<file path="config.mk">
export PLATFORM = sky130hd
export DESIGN_NAME = dba_ctrl
export DESIGN_NICKNAME = d
export VERILOG_FILES = /design/src/rtl/core/dba_pkg.sv /design/src/rtl/core/dba_ctrl.sv
export SDC_FILE = /design/constraint.sdc
export NUM_CORES = 1
export LEC_CHECK = 0
export BUFFER_PORTS_ARGS = -buffer_cell sky130_fd_sc_hd__buf_2
export CORE_MARGIN = 2
export CORE_UTILIZATION = 30
export CTS_CLUSTER_SIZE = 12
export DETAILED_ROUTE_END_ITERATION = 8
export PLACE_DENSITY = 0.56
export SLEW_MARGIN = 20
export SYNTH_ARGS = -nofsm -noshare
export SYNTH_HDL_FRONTEND = slang
export SYNTH_SLANG_ARGS = --single-unit
</file>
<file path="constraint.sdc">
create_clock -name clk -period 1.8 [get_ports clk]
set_clock_uncertainty 0.15 [all_clocks]
set_input_delay 0 -clock clk [delete_from_list [all_inputs] [get_ports clk]]
set_output_delay 0 -clock clk [all_outputs]
set_load 0.05 [all_outputs]
</file>
<file path="src/rtl/core/dba_pkg.sv">
package dba_pkg;

	localparam int NUM_BLOCKS = 1024;
	localparam int MAX_FILES  = 64;
	localparam int BLK_W      = $clog2(NUM_BLOCKS);
	localparam int CNT_W      = BLK_W + 1;
	localparam int OWN_W      = 6;
	localparam int LEN_W      = 11;
	localparam int CFG_W      = 11;
	localparam int OWN_CHK_W  = OWN_W + 1;

	localparam logic [CFG_W-1:0] CFG_RESET = CFG_W'(1000);

	typedef enum logic [1:0] {
		MODE_RUN    = 2'd0,
		MODE_SINGLE = 2'd1,
		MODE_CLEAR  = 2'd2,
		MODE_READ   = 2'd3
	} mode_t;

	typedef enum logic [1:0] {
		STAT_OK    = 2'd0,
		STAT_SHORT = 2'd1,
		STAT_FULL  = 2'd2,
		STAT_BAD   = 2'd3
	} status_t;

	typedef enum logic [1:0] {
		START_HINT = 2'd0,
		START_S    = 2'd1,
		START_ZERO = 2'd2
	} start_sel_t;

	typedef enum logic [1:0] {
		LIM_M   = 2'd0,
		LIM_LEN = 2'd1,
		LIM_ONE = 2'd2,
		LIM_ALL = 2'd3
	} lim_sel_t;

	typedef enum logic [1:0] {
		RES_HINT = 2'd0,
		RES_S    = 2'd1,
		RES_ZERO = 2'd2,
		RES_READ = 2'd3
	} res_sel_t;

	// one map entry: free bit over owner
	typedef struct packed {
		logic             free;
		logic [OWN_W-1:0] owner;
	} entry_t;

	// controller -> datapath
	typedef struct packed {
		logic       req_load;
		logic       load;
		start_sel_t start_sel;
		lim_sel_t   lim_sel;
		logic       step_rd;
		logic       step_wr;
		logic       wrap_all;
		logic       wr_free;
		logic       cap_s;
		logic       res_load;
		status_t    res_status;
		res_sel_t   res_sel;
	} cmd_t;

	// datapath -> controller
	typedef struct packed {
		mode_t mode;
		logic  hint_bad;
		logic  len_bad;
		logic  own_bad;
		logic  vld;
		logic  hit;
		logic  miss;
		logic  done;
	} sts_t;

endpackage

</file>
<file path="src/rtl/core/dba_ctrl.sv">
module dba_ctrl (
	input  logic          clk,
	input  logic          arst_n,
	input  dba_pkg::sts_t sts,
	output dba_pkg::cmd_t cmd,
	input  logic          in_valid,
	output logic          in_ready,
	output logic          out_valid,
	input  logic          out_ready
);

	typedef enum logic [3:0] {
		S_INIT,
		S_IDLE,
		S_CHECK,
		S_FIND,
		S_COUNT,
		S_MARK,
		S_READ,
		S_CLEAR,
		S_RESP
	} state_t;

	state_t             state_q;
	state_t             state_nx;
	dba_pkg::status_t   rstat_q;
	dba_pkg::status_t   rstat_nx;
	dba_pkg::res_sel_t  rsel_q;
	dba_pkg::res_sel_t  rsel_nx;
	logic               out_valid_q;
	logic               slot_free;

	assign slot_free = !out_valid_q || out_ready;
	assign in_ready  = (state_q == S_IDLE);
	assign out_valid = out_valid_q;

	always_comb begin
		state_nx = state_q;
		rstat_nx = rstat_q;
		rsel_nx  = rsel_q;

		cmd            = '0;
		cmd.start_sel  = dba_pkg::START_HINT;
		cmd.lim_sel    = dba_pkg::LIM_M;
		cmd.res_status = rstat_q;
		cmd.res_sel    = rsel_q;

		unique case (state_q)
			S_INIT, S_CLEAR: begin
				cmd.step_wr  = 1'b1;
				cmd.wrap_all = 1'b1;
				cmd.wr_free  = 1'b1;
				cmd.lim_sel  = dba_pkg::LIM_ALL;
				if (sts.done) begin
					if (state_q == S_INIT) begin
						state_nx = S_IDLE;
					end else begin
						state_nx = S_RESP;
						rstat_nx = dba_pkg::STAT_OK;
						rsel_nx  = dba_pkg::RES_ZERO;
					end
				end
			end
			S_IDLE: begin
				if (in_valid) begin
					cmd.req_load = 1'b1;
					state_nx     = S_CHECK;
				end
			end
			S_CHECK: begin
				rsel_nx = dba_pkg::RES_HINT;
				rstat_nx = dba_pkg::STAT_BAD;
				priority if (sts.mode == dba_pkg::MODE_CLEAR) begin
					cmd.load      = 1'b1;
					cmd.start_sel = dba_pkg::START_ZERO;
					state_nx      = S_CLEAR;
				end else if (sts.hint_bad) begin
					state_nx = S_RESP;
				end else if (sts.mode == dba_pkg::MODE_READ) begin
					cmd.load = 1'b1;
					state_nx = S_READ;
				end else if (sts.own_bad) begin
					state_nx = S_RESP;
				end else if (sts.mode == dba_pkg::MODE_RUN && sts.len_bad) begin
					state_nx = S_RESP;
				end else begin
					cmd.load = 1'b1;
					state_nx = S_FIND;
				end
			end
			S_FIND: begin
				cmd.step_rd = 1'b1;
				if (sts.hit) begin
					cmd.cap_s     = 1'b1;
					cmd.load      = 1'b1;
					cmd.start_sel = dba_pkg::START_S;
					state_nx      = (sts.mode == dba_pkg::MODE_SINGLE) ? S_MARK : S_COUNT;
				end else if (!sts.vld && sts.done) begin
					state_nx = S_RESP;
					rstat_nx = dba_pkg::STAT_FULL;
					rsel_nx  = dba_pkg::RES_HINT;
				end
			end
			S_COUNT: begin
				cmd.step_rd = 1'b1;
				cmd.lim_sel = dba_pkg::LIM_LEN;
				if (sts.miss) begin
					state_nx = S_RESP;
					rstat_nx = dba_pkg::STAT_SHORT;
					rsel_nx  = dba_pkg::RES_S;
				end else if (!sts.vld && sts.done) begin
					cmd.load      = 1'b1;
					cmd.start_sel = dba_pkg::START_S;
					state_nx      = S_MARK;
				end
			end
			S_MARK: begin
				cmd.step_wr = 1'b1;
				cmd.lim_sel = (sts.mode == dba_pkg::MODE_SINGLE) ? dba_pkg::LIM_ONE
				                                                 : dba_pkg::LIM_LEN;
				if (sts.done) begin
					state_nx = S_RESP;
					rstat_nx = dba_pkg::STAT_OK;
					rsel_nx  = dba_pkg::RES_S;
				end
			end
			S_READ: begin
				cmd.step_rd = 1'b1;
				cmd.lim_sel = dba_pkg::LIM_ONE;
				if (sts.vld) begin
					state_nx = S_RESP;
					rstat_nx = dba_pkg::STAT_OK;
					rsel_nx  = dba_pkg::RES_READ;
				end
			end
			S_RESP: begin
				if (slot_free) begin
					cmd.res_load = 1'b1;
					state_nx     = S_IDLE;
				end
			end
			default: begin
				state_nx = S_IDLE;
			end
		endcase
	end

	always_ff @(posedge clk or negedge arst_n) begin
		if (!arst_n) begin
			state_q     <= S_INIT;
			rstat_q     <= dba_pkg::STAT_OK;
			rsel_q      <= dba_pkg::RES_ZERO;
			out_valid_q <= 1'b0;
		end else begin
			state_q <= state_nx;
			rstat_q <= rstat_nx;
			rsel_q  <= rsel_nx;
			if (cmd.res_load) begin
				out_valid_q <= 1'b1;
			end else if (out_ready) begin
				out_valid_q <= 1'b0;
			end
		end
	end

endmodule

</file>
==> results.json <==
{
  "status": "finished, violations left",
  "failed_checks": "negative setup slack",
  "yosysUniqueCellTypes": 45,
  "first_pass_iters": 4,
  "async_reset_ff_share_pct": 100,
  "dieArea_um2": 3160,
  "gr-total-overflow": 0,
  "max_stage_delay_ns": 0.58,
  "fin_area_um2": 1610,
  "cp-start-kind": "flip-flop",
  "setup_viol": 19,
  "diodes": 0,
  "yosys_warnings": 0,
  "grtUsageTotal_pct": 20.4,
  "grt_max_degree": 9,
  "h-tree-depth": 1,
  "drc": 0,
  "fmax_ghz": 0.487,
  "num_vias": 1019,
  "cts_buffers": 3,
  "critical_path_required_ns": 1.65,
  "multi_input_area_um2": 649,
  "ant_nets": 0,
  "cp_max_fo": 6,
  "r2r_slack_ns": -0.25,
  "syn_area_per_cell_um2": 8.61,
  "crit_arrival_ns": 1.90,
  "dieHeight_um": 56.2,
  "reg2reg_from": "state_q[1]",
  "synth_nets": 108,
  "yosysTopAreaCell": "dfrtp_1",
  "finalHoldViolations": 0,
  "synth_top_area_share_pct": 24.5,
  "critPathKind": "reg -> out",
  "ys_top_cells_by_count": "9 x inv_1, 8 x dfrtp_1, 7 x nor2_1, 6 x a21oi_1, 5 x nand2_1",
  "gp_congestion": 0.809,
  "syn_to_final_growth_pct": 97.1,
  "setup.worst_path.end_class": "output port",
  "worst_slack_ns": -0.252,
  "nFillCells": 199,
  "syn_area_um2": 818,
  "hold_end": "state_q[2]",
  "routed_wirelength_mm": 3.00,
  "seq_area_frac_synth_pct": 27.7,
  "cp_slowest_cell": "or4b_4",
  "placementRows": 18,
  "core_um2": 2520,
  "p_per_area_nw_per_um2": 2320,
  "synthFlopType": "dfrtp_1",
  "holdPathStages": 4,
  "ys_ff_latch": 9,
  "fin_crit_ns": 2.05,
  "port_buffers": 30,
  "clockRootBuffer": "clkbuf_4",
  "reg2regPathDepth": 5,
  "crit_family": "simple AND/OR/NAND/NOR gates",
  "yosysMostFrequentCell": "inv_1",
  "cts_buffer_depth": 2,
  "cts.reportedPaths.clkPinSlew_ns": 0.07,
  "path_buf_inv": 1,
  "hold_path_class": "in -> reg",
  "dp_slack_ns": -0.174,
  "routed_via_density": 5.34,
  "clkLatencyLatePin_ns": 0.27,
  "grt_pass1_wl_mm": 5.01,
  "nNetsFinal": 175,
  "synth.area.top_cells": "dfrtp_1 24%, inv_1 4.1%, mux2_1 4.1%",
  "final_max_slew_viol_count": 0,
  "numClockSinks": 9,
  "fin_util_pct": 63.9,
  "routedWlPerCell_um": 15.7,
  "start_util_pct": 32.4,
  "p_leak_nw": 0.756,
  "drt_first_iter_violations": 32,
  "ios": 31,
  "drive_gt1_share_pct": 63.4,
  "first_global_vias": 1049,
  "synthCells": 95,
  "period_share_pct": 114,
  "dpl_cell_area_um2": 1210,
  "synth_enable_flop_cells": 0,
  "die_w_um": 56.2,
  "max-slew-margin-rel_pct": 68.8,
  "seq_area_um2": 230,
  "drv_cap": 0,
  "rsz0062_at_grt": "yes",
  "vdd_drop_max_mv": 1.64,
  "cts_tree": "yes",
  "holdCritStartpoint": "sts[6]",
  "grt_antenna_before_repair": 0,
  "r2r-end": "rsel_q[0]",
  "worstPathCellList": "or4b_4 -> a21oi_4 -> o21a_4 -> o21bai_4 -> buf_6",
  "dp_hpwl_mm": 1.98,
  "worst_pin_slew_ns": 0.463
}
logic make-up after synthesis:
group | count (synthesis) | synth area share, %
AND/OR/NAND/NOR | 33 | 25.8
AO/OA/AOI/OAI | 29 | 26.0
buffers and inverters | 17 | 10.4
flip-flops | 9 | 27.7
multiplexers | 6 | 9.02
XOR/XNOR | 1 | 1.07
metrics by stage:
stage	hold slack (ns)	setup TNS, ns	std cells	total power [mW]
global route	0.0475	-3.77	191	3.95
floorplan	-0.446	-0.592	95	2.22
finish	0.00401	-3.01	191	3.75
CTS	0.0281	-2.37	191	3.46
global placement	-0.285	-0.718	170	2.73
detailed placement	-0.278	-0.842	170	2.76
routing by layer:
metal,global-route usage [%],vias up,wire (µm)
met2,36.1,28,1590
li1,-,475,-
met4,8.50,0,61
met3,3.49,7,105
met1,23.9,509,1240
met5,0,-,0
power by group:
part           switching [mW]  internal, mW
Combinational            1.69          1.50
Sequential             0.0917         0.304
Clock                  0.0836        0.0859
cells in the final DEF (no fill, tap or decap), drive strengths merged, types with 2 or more instances in the layout:
master / instances
buf: 66
nor2b: 2
a21o: 2
mux2: 5
nor2: 7
nand2b: 3
clkbuf: 4
clkinvlp: 2
o211ai: 2
nand2: 5
o21ai: 4
a21oi: 7
nand3: 2
and3: 3
or4b: 3
dlygate4sd3: 4
inv: 7
dfrtp: 8
or4: 2
o21a: 2
how the worst max path moves through the flow:
stage                          start         end  slack, ns  depth (start not counted)
after detailed placement  state_q[0]   rsel_q[0]      -0.17                          4
after floorplan           state_q[2]     cmd[14]      -0.13                          5
after global routing      state_q[1]      cmd[4]      -0.28                          5
after global placement    state_q[2]  state_q[1]      -0.13                          5
after CTS                 state_q[1]   rsel_q[0]      -0.20                          5
final                     state_q[1]     cmd[14]      -0.25                          5
worst min-delay path: stages:
cell and delay [ns]:
buf_2 0.09, nand2_1 0.06, a31oi_1 0.16, mux2i_1 0.08
timing repair:
action                                  4_1_cts  5_1_grt
endpoints found under the hold margin        11        0
pin swaps                                    10       11
hold buffers                                  4        0
buffers inserted                             14        2
gates cloned                                  0        0
endpoints found under the setup margin       18       21
resized for setup                            46       23
final cells by class:
| type | instances | share of cell area (%) |
|---|---|---|
| repair buffers | 70 | 38.9 |
| multi-input cells | 69 | 40.3 |
| inverters | 9 | 2.56 |
| well taps | 30 | 2.33 |
| flip-flops and latches | 9 | 14.3 |
| clock buffers | 4 | 1.63 |
flip-flops by register name (all words and copies together), names as in the netlist:
name       cells
out_valid      1
rstat_q        2
state_q        4
rsel_q         2
Note: power is estimated with default switching activity, not from simulation.
